`config.mk`:
```
export PLATFORM = sky130hd
export DESIGN_NAME = humidity_sensor_frame_decoder_flat
export DESIGN_NICKNAME = d
export VERILOG_FILES = /design/src/rtl/core/hsfd_pkg.sv /design/src/rtl/core/hsfd_ifs.sv /design/src/rtl/core/humidity_sensor_frame_decoder.sv /design/src/rtl/core/hsfd_framer.sv /design/src/rtl/core/hsfd_convert.sv /design/src/flat_wrapper.sv
export SDC_FILE = /design/constraint.sdc
export NUM_CORES = 1
export LEC_CHECK = 0
export ABC_AREA = 0
export BUFFER_PORTS_ARGS = -buffer_cell sky130_fd_sc_hd__buf_2
export CORE_MARGIN = 8
export CORE_UTILIZATION = 55
export DETAILED_ROUTE_END_ITERATION = 8
export GPL_ROUTABILITY_DRIVEN = 0
export GPL_TIMING_DRIVEN = 0
export PLACE_DENSITY = 0.72
export SLEW_MARGIN = 20
export SYNTH_ARGS = -nofsm -noshare
export SYNTH_HDL_FRONTEND = slang
export SYNTH_HIERARCHICAL = 1
export SYNTH_SLANG_ARGS = --single-unit
```
`constraint.sdc`:
```
create_clock -name clk -period 6.17 [get_ports clk]
set_input_delay 0.617 -clock clk [delete_from_list [all_inputs] [get_ports clk]]
set_output_delay 0.617 -clock clk [all_outputs]
set_load 0.02 [all_outputs]
```
`src/rtl/core/hsfd_pkg.sv`:
```
// Shared types, constants and CRC function for the humidity sensor frame decoder.
package hsfd_pkg;

  localparam logic [7:0] CRC_POLY = 8'h31;
  localparam logic [7:0] CRC_INIT = 8'hFF;

  localparam logic signed [11:0] HEAT_OFFSET_RESET = 12'sd400;

  localparam int TEMP_W = 15;
  localparam int HUM_W  = 14;
  localparam int OFF_W  = 12;

  // byte positions within the frame
  localparam logic [2:0] POS_T_MSB = 3'd0;
  localparam logic [2:0] POS_T_LSB = 3'd1;
  localparam logic [2:0] POS_T_CRC = 3'd2;
  localparam logic [2:0] POS_H_MSB = 3'd3;
  localparam logic [2:0] POS_H_LSB = 3'd4;
  localparam logic [2:0] POS_H_CRC = 3'd5;

  typedef struct packed {
    logic [15:0] raw_temperature;
    logic [15:0] raw_humidity;
    logic        crc_error;
  } frame_rec_t;

  function automatic logic [7:0] crc8_byte(input logic [7:0] crc, input logic [7:0] b);
    logic [7:0] c;
    c = crc ^ b;
    for (int k = 0; k < 8; k++) begin
      if (c[7]) begin
        c = {c[6:0], 1'b0} ^ CRC_POLY;
      end else begin
        c = {c[6:0], 1'b0};
      end
    end
    return c;
  endfunction

endpackage

```
`src/rtl/core/hsfd_ifs.sv`:
```
// Handshake channel interfaces: frame bytes in, decoded results out, offset writes.
interface hsfd_in_if;
  logic       valid;
  logic       ready;
  logic [7:0] frame_byte;
  logic       frame_start;
  modport source (output valid, output frame_byte, output frame_start, input ready);
  modport sink   (input valid, input frame_byte, input frame_start, output ready);
endinterface

interface hsfd_out_if;
  logic               valid;
  logic               ready;
  logic signed [14:0] temp_cdeg;
  logic        [13:0] rh_cpct;
  logic               crc_error;
  modport source (output valid, output temp_cdeg, output rh_cpct,
                  output crc_error, input ready);
  modport sink   (input valid, input temp_cdeg, input rh_cpct,
                  input crc_error, output ready);
endinterface

interface hsfd_cfg_if;
  logic               valid;
  logic               ready;
  logic signed [11:0] data;
  modport source (output valid, output data, input ready);
  modport sink   (input valid, input data, output ready);
endinterface

```
`src/rtl/core/humidity_sensor_frame_decoder.sv`:
```
// Top level of the temperature and humidity sensor frame decoder.
//
// frame: one word per frame byte, frame_start marks the first byte of a frame.
//   Six bytes make a frame: temperature MSB, LSB, CRC-8, humidity MSB, LSB, CRC-8.
//   A byte with frame_start drops any partial frame; after the sixth byte the
//   next byte begins a new frame.
// result: one word per completed frame with the compensated temperature
//   (hundredths of a degree C), humidity (hundredths of a percent) and a CRC
//   error flag. A word with a bad CRC is still delivered.
// cfg: writes the signed board heat offset; always ready. Write only while idle.
// The result word passes through the frame register, the multiply stage and
//   the result register after its sixth byte is accepted.
// Throughput: one byte per cycle unless stalled; the three-stage pipeline
//   advances as a whole. A stalled result holds the pipeline; frame.ready
//   drops only while a result waits and result.ready is low.
// Reset: synchronous, clears byte position, CRC and pipeline valids, and sets
//   the heat offset to 400.
module humidity_sensor_frame_decoder (
  input  logic     clk,
  input  logic     rst,
  hsfd_in_if.sink  frame,
  hsfd_out_if.source result,
  hsfd_cfg_if.sink cfg
);
  import hsfd_pkg::*;

  logic                    advance;
  logic                    accept;
  logic                    rec_valid;
  frame_rec_t              rec;
  logic signed [OFF_W-1:0] heat_offset;

  assign advance     = !result.valid || result.ready;
  assign accept      = frame.valid && advance;
  assign frame.ready = advance;
  assign cfg.ready   = 1'b1;

  always_ff @(posedge clk) begin
    if (rst) begin
      heat_offset <= HEAT_OFFSET_RESET;
    end else if (cfg.valid) begin
      heat_offset <= cfg.data;
    end
  end

  hsfd_framer u_framer (
    .clk         (clk),
    .rst         (rst),
    .advance     (advance),
    .accept      (accept),
    .frame_byte  (frame.frame_byte),
    .frame_start (frame.frame_start),
    .rec_valid   (rec_valid),
    .rec         (rec)
  );

  hsfd_convert u_convert (
    .clk           (clk),
    .rst           (rst),
    .advance       (advance),
    .rec_valid     (rec_valid),
    .rec           (rec),
    .heat_offset   (heat_offset),
    .res_valid     (result.valid),
    .temperature   (result.temp_cdeg),
    .humidity      (result.rh_cpct),
    .res_crc_error (result.crc_error)
  );

endmodule

```
`src/rtl/core/hsfd_framer.sv`:
```
// Byte position tracking, CRC checking and raw value capture; registers one record per frame.
module hsfd_framer (
  input  logic               clk,
  input  logic               rst,
  input  logic               advance,
  input  logic               accept,
  input  logic [7:0]         frame_byte,
  input  logic               frame_start,
  output logic               rec_valid,
  output hsfd_pkg::frame_rec_t rec
);
  import hsfd_pkg::*;

  logic [2:0]  byte_position, byte_position_next;
  logic [7:0]  running_crc, running_crc_next;
  logic [15:0] raw_temperature, raw_temperature_next;
  logic [15:0] raw_humidity, raw_humidity_next;
  logic        checksum_failed, checksum_failed_next;
  logic [2:0]  pos;
  logic [7:0]  crc_base;
  logic        fail_base;
  logic        emit;

  always_comb begin
    pos = (frame_start || byte_position > POS_H_CRC) ? POS_T_MSB : byte_position;
    crc_base  = (pos == POS_T_MSB) ? CRC_INIT : running_crc;
    fail_base = (pos == POS_T_MSB) ? 1'b0 : checksum_failed;
    raw_temperature_next = raw_temperature;
    raw_humidity_next    = raw_humidity;
    running_crc_next     = crc_base;
    checksum_failed_next = fail_base;
    byte_position_next   = pos + 3'd1;
    emit = 1'b0;
    unique case (pos)
      POS_T_MSB: begin
        raw_temperature_next = {frame_byte, 8'h00};
        running_crc_next     = crc8_byte(crc_base, frame_byte);
      end
      POS_T_LSB: begin
        raw_temperature_next = raw_temperature | {8'h00, frame_byte};
        running_crc_next     = crc8_byte(crc_base, frame_byte);
      end
      POS_T_CRC: begin
        checksum_failed_next = fail_base | (crc_base != frame_byte);
        running_crc_next     = CRC_INIT;
      end
      POS_H_MSB: begin
        raw_humidity_next = {frame_byte, 8'h00};
        running_crc_next  = crc8_byte(crc_base, frame_byte);
      end
      POS_H_LSB: begin
        raw_humidity_next = raw_humidity | {8'h00, frame_byte};
        running_crc_next  = crc8_byte(crc_base, frame_byte);
      end
      default: begin
        checksum_failed_next = fail_base | (crc_base != frame_byte);
        running_crc_next     = CRC_INIT;
        byte_position_next   = POS_T_MSB;
        emit = 1'b1;
      end
    endcase
  end

  always_ff @(posedge clk) begin
    if (rst) begin
      byte_position   <= POS_T_MSB;
      running_crc     <= CRC_INIT;
      raw_temperature <= '0;
      raw_humidity    <= '0;
      checksum_failed <= 1'b0;
      rec_valid       <= 1'b0;
    end else begin
      if (accept) begin
        byte_position   <= byte_position_next;
        running_crc     <= running_crc_next;
        raw_temperature <= raw_temperature_next;
        raw_humidity    <= raw_humidity_next;
        checksum_failed <= checksum_failed_next;
      end
      if (advance) begin
        rec_valid <= accept && emit;
      end
    end
  end

  always_ff @(posedge clk) begin
    if (advance && accept && emit) begin
      rec.raw_temperature <= raw_temperature_next;
      rec.raw_humidity    <= raw_humidity_next;
      rec.crc_error       <= checksum_failed_next;
    end
  end

endmodule

```
`src/rtl/core/hsfd_convert.sv`:
```
// Two-stage scaling of raw values: multiply, then round, offset and clamp into the result register.
module hsfd_convert (
  input  logic                 clk,
  input  logic                 rst,
  input  logic                 advance,
  input  logic                 rec_valid,
  input  hsfd_pkg::frame_rec_t rec,
  input  logic signed [hsfd_pkg::OFF_W-1:0] heat_offset,
  output logic                 res_valid,
  output logic signed [hsfd_pkg::TEMP_W-1:0] temperature,
  output logic [hsfd_pkg::HUM_W-1:0]         humidity,
  output logic                 res_crc_error
);
  import hsfd_pkg::*;

  localparam logic [30:0]        TEMP_SCALE = 31'd17500;
  localparam logic [29:0]        HUM_SCALE  = 30'd10000;
  localparam logic [30:0]        ROUND_T    = 31'd32768;
  localparam logic [29:0]        ROUND_H    = 30'd32768;
  localparam logic signed [16:0] TEMP_BIAS  = -17'sd4500;
  localparam logic signed [16:0] TEMP_MIN   = -17'sd6500;
  localparam logic signed [16:0] TEMP_MAX   = 17'sd14999;
  localparam logic [13:0]        HUM_MAX    = 14'd10000;

  logic [30:0] prod_t;
  logic [29:0] prod_h;
  logic        prod_valid;
  logic        prod_crc_error;

  logic [30:0]        sum_t;
  logic [29:0]        sum_h;
  logic signed [16:0] t_wide;
  logic signed [16:0] t_clamped;
  logic [13:0]        h_q;

  always_comb begin
    sum_t  = prod_t + ROUND_T;
    sum_h  = prod_h + ROUND_H;
    t_wide = $signed({2'b00, sum_t[30:16]}) + TEMP_BIAS - 17'(heat_offset);
    if (t_wide < TEMP_MIN) begin
      t_clamped = TEMP_MIN;
    end else if (t_wide > TEMP_MAX) begin
      t_clamped = TEMP_MAX;
    end else begin
      t_clamped = t_wide;
    end
    h_q = (sum_h[29:16] > HUM_MAX) ? HUM_MAX : sum_h[29:16];
  end

  always_ff @(posedge clk) begin
    if (rst) begin
      prod_valid <= 1'b0;
      res_valid  <= 1'b0;
    end else if (advance) begin
      prod_valid <= rec_valid;
      res_valid  <= prod_valid;
    end
  end

  always_ff @(posedge clk) begin
    if (advance) begin
      prod_t         <= 31'(rec.raw_temperature) * TEMP_SCALE;
      prod_h         <= 30'(rec.raw_humidity) * HUM_SCALE;
      prod_crc_error <= rec.crc_error;
      temperature    <= t_clamped[TEMP_W-1:0];
      humidity       <= h_q;
      res_crc_error  <= prod_crc_error;
    end
  end

endmodule

```
`src/flat_wrapper.sv`:
```
// flat-port wrapper written by rule: the top's interface ports become plain ports
module humidity_sensor_frame_decoder_flat import hsfd_pkg::*;
  (clk, rst, frame_valid, frame_frame_byte, frame_frame_start, frame_ready, result_valid, result_temp_cdeg, result_rh_cpct, result_crc_error, result_ready, cfg_valid, cfg_data, cfg_ready);
  hsfd_in_if frame_i ();
  hsfd_out_if result_i ();
  hsfd_cfg_if cfg_i ();
  input  logic clk;
  input  logic rst;
  input wire logic [$bits(frame_i.valid)-1:0] frame_valid;
  input wire logic [$bits(frame_i.frame_byte)-1:0] frame_frame_byte;
  input wire logic [$bits(frame_i.frame_start)-1:0] frame_frame_start;
  output wire logic [$bits(frame_i.ready)-1:0] frame_ready;
  output wire logic [$bits(result_i.valid)-1:0] result_valid;
  output wire logic [$bits(result_i.temp_cdeg)-1:0] result_temp_cdeg;
  output wire logic [$bits(result_i.rh_cpct)-1:0] result_rh_cpct;
  output wire logic [$bits(result_i.crc_error)-1:0] result_crc_error;
  input wire logic [$bits(result_i.ready)-1:0] result_ready;
  input wire logic [$bits(cfg_i.valid)-1:0] cfg_valid;
  input wire logic [$bits(cfg_i.data)-1:0] cfg_data;
  output wire logic [$bits(cfg_i.ready)-1:0] cfg_ready;
  assign frame_i.valid = frame_valid;
  assign frame_i.frame_byte = frame_frame_byte;
  assign frame_i.frame_start = frame_frame_start;
  assign frame_ready = frame_i.ready;
  assign result_valid = result_i.valid;
  assign result_temp_cdeg = result_i.temp_cdeg;
  assign result_rh_cpct = result_i.rh_cpct;
  assign result_crc_error = result_i.crc_error;
  assign result_i.ready = result_ready;
  assign cfg_i.valid = cfg_valid;
  assign cfg_i.data = cfg_data;
  assign cfg_ready = cfg_i.ready;
  humidity_sensor_frame_decoder u_core (.clk(clk), .rst(rst), .frame(frame_i), .result(result_i), .cfg(cfg_i));
endmodule
```
After elaboration in Yosys (flattened, before gate mapping)
Index checks and enable logic that the tools add are counted.
{"block": "totals", "out_inout_bits": 33, "input_bits": 26, "register_bits": 178, "elab_cells": 146}
{"block": "op_classes", "add_sub_neg": 5, "reduce_logical": 11, "bitwise": 33, "mux": 67, "order_cmp": 4, "eq_ne": 5, "multipliers": 2}
{"cell": "$mux W8", "count": 29}
{"cell": "$mux W6", "count": 29}
{"cell": "$not A3 Y3", "count": 29}
{"cell": "$pmux W16 S2", "count": 2}
{"cell": "$or A16 B8 Y16", "count": 2}
{"cell": "$pmux W8 S4", "count": 1}
{"cell": "$add A31 B16 Y31 const B", "count": 1}
{"cell": "$add A30 B16 Y30 const B", "count": 1}
{"cell": "$mul A16 B13 Y29 const B", "count": 1}
{"cell": "$mul A16 B10 Y26 const B", "count": 1}
{"cell": "$add A16 B14 Y17 const B", "count": 1}
{"cell": "$gt A17 B15 Y1 const B", "count": 1}
{"cell": "$lt A17 B14 Y1 const B", "count": 1}
{"cell": "$sub A17 B12 Y17", "count": 1}
{"cell": "$mux W15", "count": 1}
{"cell": "$gt A14 B14 Y1 const B", "count": 1}
{"cell": "$ne A8 B8 Y1", "count": 1}
{"cell": "$xor A8 B8 Y8", "count": 1}
{"cell": "$eq A3 B2 Y1 const B", "count": 2}
{"cell": "$mux W3", "count": 2}
{"cell": "$reduce_or A5 Y1", "count": 1}
{"cell": "$logic_and A1 B1 Y1", "count": 4}
{"cell": "$reduce_or A4 Y1", "count": 1}
{"cell": "$add A3 B1 Y3 const B", "count": 1}
{"cell": "other kinds (9)", "count": 12}

Depth between registers and ports, before layout
{"block": "depth", "word_depth": 30, "mapped_depth": 18, "ltp_nobuf": 18}

Cells and area by module
Netlist, hierarchy kept.
{"mod": "hsfd_convert", "area_per_inst_um2": 9251.4, "cells_per_inst": 976, "instances": 1}
{"mod": "hsfd_framer", "area_per_inst_um2": 3473.3, "cells_per_inst": 338, "instances": 1}
{"mod": "humidity_sensor_frame_decoder", "area_per_inst_um2": 469.2, "cells_per_inst": 43, "instances": 1}

Worst setup path after synthesis
OpenSTA, ideal clock, no wires.
{"block": "synth_path", "kind": "reg-to-reg", "from": "reg u_core/u_framer/rec[27] (netlist name)", "to": "reg u_core.u_convert.prod_t[28] (data pin)", "stages_incl_launch_ff": 19, "period_less_slack_ns": 4.880, "slack_ns": 1.290, "n_path_buf": 0, "t_required_ns": 5.911, "arrival_ns": 4.621, "cell_sequence": "edfxtp_1 -> ha_1 -> inv_1 -> fa_1 -> inv_1 -> ha_1 -> inv_1 -> fa_1 -> fa_1 -> inv_1 -> ha_1 -> a21oi_1 -> o21ai_0 -> a31oi_1 -> a21oi_1 -> o2111ai_1 -> a21boi_0 -> o311a_1 -> o31a_1"}
{"block": "synth_between", "elab_chain_len": 1}
{"element": "$mul A16 B13 Y29", "line_no": "hsfd_convert.sv:62", "text": "prod_t <= 31'(rec.raw_temperature) * TEMP_SCALE;"}
{"element": "end signal: assignment", "line_no": "hsfd_convert.sv:62"}
{"element": "end: declaration", "line_no": "hsfd_convert.sv:25", "text": "logic [30:0] prod_t;"}
Every way passes these cells.
A chain may end at the register's enable or synchronous reset.

Final worst setup path
{"block": "layout_path", "from": "reg u_core/u_framer/rec[27] (netlist name)", "to": "reg u_core.u_convert.prod_t[28] (data pin)"}
{"block": "layout_between", "elab_chain_len": 1}
{"element": "$mul A16 B13 Y29", "line_no": "hsfd_convert.sv:62"}
Every way passes these cells.

==> results by stage <==
Clock tree:
- Once the clock tree was built, the resizer swapped 0 gates to a different size.
- Counting the buffers created by CTS gives 17.
- Clock latency on the worst-skew pair, taken at its later pin, is 0.44 ns.
- The root buffer cell chosen for the clock tree is clkbuf_16.
- The number of buffers inserted by hold repair at cts is 0.
- The number of post-CTS setup repair buffers is 0.
- The tree built by TritonCTS fans out to 154 sinks.
- In this run the deepest clock path goes through 2 buffers.
- After clock tree synthesis, the clock-pin slew on the worst setup and hold paths is 0.07 ns.
- TritonCTS built the clock tree.
- The H-tree generated during clock tree synthesis spans 4 levels.

Critical path:
- On the critical path, the stage with the largest delay is an instance of edfxtp_1.
- The worst setup path is captured at a flip-flop.
- The number of cells on the critical path is 18.
- The worst path arrival time is 5.58 ns.
- The data required time of the critical path is 6.34 ns.
- The number of buffers and inverters on the critical path is 4.
- Walking the worst path, the cells encountered are ha_1 > inv_1 > fa_1 > inv_1 > ha_1 > inv_1 > fa_1 > fa_1 > inv_1 > ha_1 > a21oi_1 > o21ai_0 > a31oi_1 > a21oi_1 > o2111ai_1 > a21boi_0 > o311a_1 > o31a_1.
- On the worst path, the slowest cell contributes a delay of 0.54 ns.
- STA classifies the critical path startpoint as a flip-flop.
- The top cell family by delay on the critical path is adder cells.
- The top fanout value on the critical path is 6.
- Counting cells, the worst reg-to-reg path comes to 18.
- The critical path is of the reg -> reg type.
- The cell with the most instances on the worst path is inv_1.

Routing:
- The routed via count is 9406.
- In the routed layout, each cell is associated on average with a via count of 5.35.
- The first detailed-routing pass ran for 7 iterations.
- The number of DRC violations after detailed routing is 0.
- The detailed-route wire length is 24.7 mm.
- The routed length per instance is 14.0 um.
- The detailed router finished its first iteration with 509 violations.
- The count of nets left with antenna violations once routing finished came out at 0.

Yosys:
- Synthesis produced a netlist with a net count of 1662.
- The average instance in the mapped netlist occupies 9.72 sq um.
- Ranked by total cell area, the synthesized netlist is headed by edfxtp_1 (22%), ha_1 (19%), fa_1 (12%), dfxtp_1 (9.0%), inv_1 (7.2%).
- Sequential elements use 30.6% of the synthesized area.
- The synthesized design contains 154 register bits.
- The largest total area in the synthesized netlist belongs to edfxtp_1.
- Ranked by instance count, the synthesized netlist is headed by inv_1 (252), ha_1 (199), nor2_1 (135), edfxtp_1 (95), fa_1 (80).
- The post-synthesis cell area is 13200 sq um.
- The distinct cell type count of the synthesized netlist is 79.
- The most instantiated flip-flop cell in the synthesis netlist is edfxtp_1.
- The number of warnings issued by yosys is 6.
- Yosys mapped a number of flops with a built-in enable equal to 95.
- The dominant cell by count in the synthesized netlist is inv_1.
- The top cell type by area accounts for 21.6% of the synthesized area.
- The count of mapped cells out of synthesis is 1357.
- After synthesis, the share of flip-flops with an asynchronous set or reset is 0%.

Placed design:
- The post-DP HPWL is 19.7 mm.
- The number of buffer cells added on primary ports is 48.
- The post-place instance area is 13900 sq um.

Global route:
- The number of antenna violations at the first check in global routing is 0.
- The first-pass GRT wire length is 42.4 mm.
- Entering global routing, the biggest net connects 46 pins.
- The total routing resource utilization after global routing is 17.9%.
- Summed over all layers, the global routing overflow is 0.
- The via count of the first global-routing pass is 9150.

Final layout:
- The area taken by flip-flops and latches is 4030 sq um.
- The total inserted antenna cells is 0.
- The final core utilization is 61.3%.
- The multi-input combinational cells in the finished layout cover a total of 8020 sq um.
- The post-route cell area is 14400 sq um.
- After filler insertion, the fill cell instance count of the layout stands at 1969.
- The final layout contains 1730 nets.
- The relative area change from synthesis to final layout is 9.38%.
- The share of layout cells above drive strength 1 is 7.93%.

Min path:
- The worst hold path class is in -> reg.
- Along the worst hold path, the cell count comes to 2.

STA:
- The final clock period utilization by the worst path is 87.7%.
- The number of setup violations in the final report is 0.
- The worst-case hold slack is 0.401 ns.
- Setup repair after global routing left no endpoint under its margin.
- The worst path in the final design needs a cycle of 5.41 ns, including I/O delays and setup.
- At the pin with the least slew margin, the transition time is 0.831 ns.
- The hold violation count in the final report is 0.
- The worst max-slew margin expressed relative to the limit is 44.1%.
- The final clock skew is 0.0224 ns.
- Derived from the worst setup path, the maximum achievable clock frequency is 185 MHz.
- The total negative slack for setup checks is 0 ns.
- The number of pins with negative max-slew slack in the final report is 0.

Pwr:
- The worst voltage drop across the vdd grid is 0.210 mV.
- The total power per unit cell area is 316 nW/um^2.
- The analysis attributes to cell leakage a power of 0.00690 uW.

Outcome:
- The flow ran to the end, and the final reports show no timing, DRC or antenna violations.

Die:
- The vertical die dimension is 171 um.
- The region available for standard cell placement spans 23500 sq um.
- The horizontal die dimension is 171 um.
- Once the floorplan was initialized, standard cells occupied 56.0% of the core.
- The site row count is 56.
- In this run the count of I/O pins placed on the die edge is 59.
- The die covers 29200 sq um.

Run:
- The count of maximum capacitance violations is 0.
==> power breakdown <==
group          switching, uW  total [uW]  internal [uW]
Clock                    444        1020            574
Combinational           1190        2060            863
Sequential               125        1480           1360
Total                   1760        4560           2790
==> worst paths after layout <==
check | from | end | slack, ns
max | u_core/u_framer/rec[27] | u_core/u_convert/prod_t[28] | 0.76
min | cfg_data[4] | u_core/heat_offset[4] | 0.40
max reg2reg | u_core/u_framer/rec[27] | u_core/u_convert/prod_t[28] | 0.76
min reg2reg | u_core/u_convert/prod_crc_error | u_core/u_convert/res_crc_error | 0.43
==> cell usage in the layout (no fill, tap or decap), types with 12 or more instances in the layout <==
| cell type | count |
|---|---|
| nor2b_1 | 16 |
| xor2_1 | 21 |
| edfxtp_1 | 95 |
| inv_1 | 251 |
| clkbuf_1 | 25 |
| nand2_1 | 42 |
| clkbuf_16 | 17 |
| buf_2 | 54 |
| nand2b_1 | 13 |
| a211oi_1 | 12 |
| xnor2_1 | 40 |
| a21oi_1 | 70 |
| dfxtp_1 | 59 |
| a22o_1 | 16 |
| nand3_1 | 27 |
| o21ai_0 | 20 |
| ha_1 | 199 |
| a21o_1 | 14 |
| nor3_1 | 29 |
| nor2_1 | 135 |
| fa_1 | 80 |
==> metal layers <==
metal	track usage [%]	vias up	part of all wire, %
met1	23.0	4395	47
met3	3.39	36	5.3
li1	-	4748	-
met5	0	-	0
met2	30.3	227	46
met4	5.18	0	1.6
==> kinds of logic (layout without fill, tap and decap cells) <==
| group | count (synthesis) | in the layout | synth area share (%) |
|---|---|---|---|
| XOR/XNOR | 66 | 66 | 4.91 |
| AND/OR/NAND/NOR | 327 | 327 | 12.0 |
| AO/OA/AOI/OAI | 227 | 227 | 11.9 |
| adder cells (fa/ha/maj) | 279 | 279 | 31.0 |
| multiplexers | 12 | 12 | 0.920 |
| other | 1 | 1 | 0.0284 |
| buffers and inverters | 291 | 372 | 8.72 |
| flip-flops | 154 | 154 | 30.6 |
==> stage by stage <==
| step | instances | setup WS, ns | power, uW |
|---|---|---|---|
| after floorplan | 1357 | 1.29 | 3100 |
| after global placement | 1724 | 0.410 | 3500 |
| after detailed placement | 1725 | 0.779 | 3540 |
| after CTS | 1757 | 0.750 | 4590 |
| after global routing | 1757 | 0.504 | 4930 |
| final | 1757 | 0.757 | 4560 |
==> final cells by class <==
class                           count  area share, %
Multi-Input combinational cell    912           55.6
Clock buffer                       18           3.04
Timing Repair Buffer               49           1.80
Tap cell                          319           2.77
Sequential cell                   154           28.0
Clock inverter                     14          0.910
Buffer                             38           1.39
Inverter                          253           6.58
==> state kept, by name, indices dropped and copies added (netlist names) <==
signal	count
u_core/u_framer/rec	33
u_core/u_framer/checksum_failed	1
u_core/u_convert/prod_crc_error	1
u_core/u_framer/running_crc	8
u_core/u_framer/raw_temperature	16
u_core/u_convert/temperature	15
u_core/u_convert/res_valid	1
u_core/u_framer/rec_valid	1
u_core/u_convert/prod_h	15
u_core/u_framer/byte_position	3
u_core/heat_offset	12
u_core/u_convert/humidity	14
u_core/u_convert/res_crc_error	1
u_core/u_framer/raw_humidity	16
u_core/u_convert/prod_t	16
u_core/u_convert/prod_valid	1
Note: power is estimated with default switching activity, not from simulation.
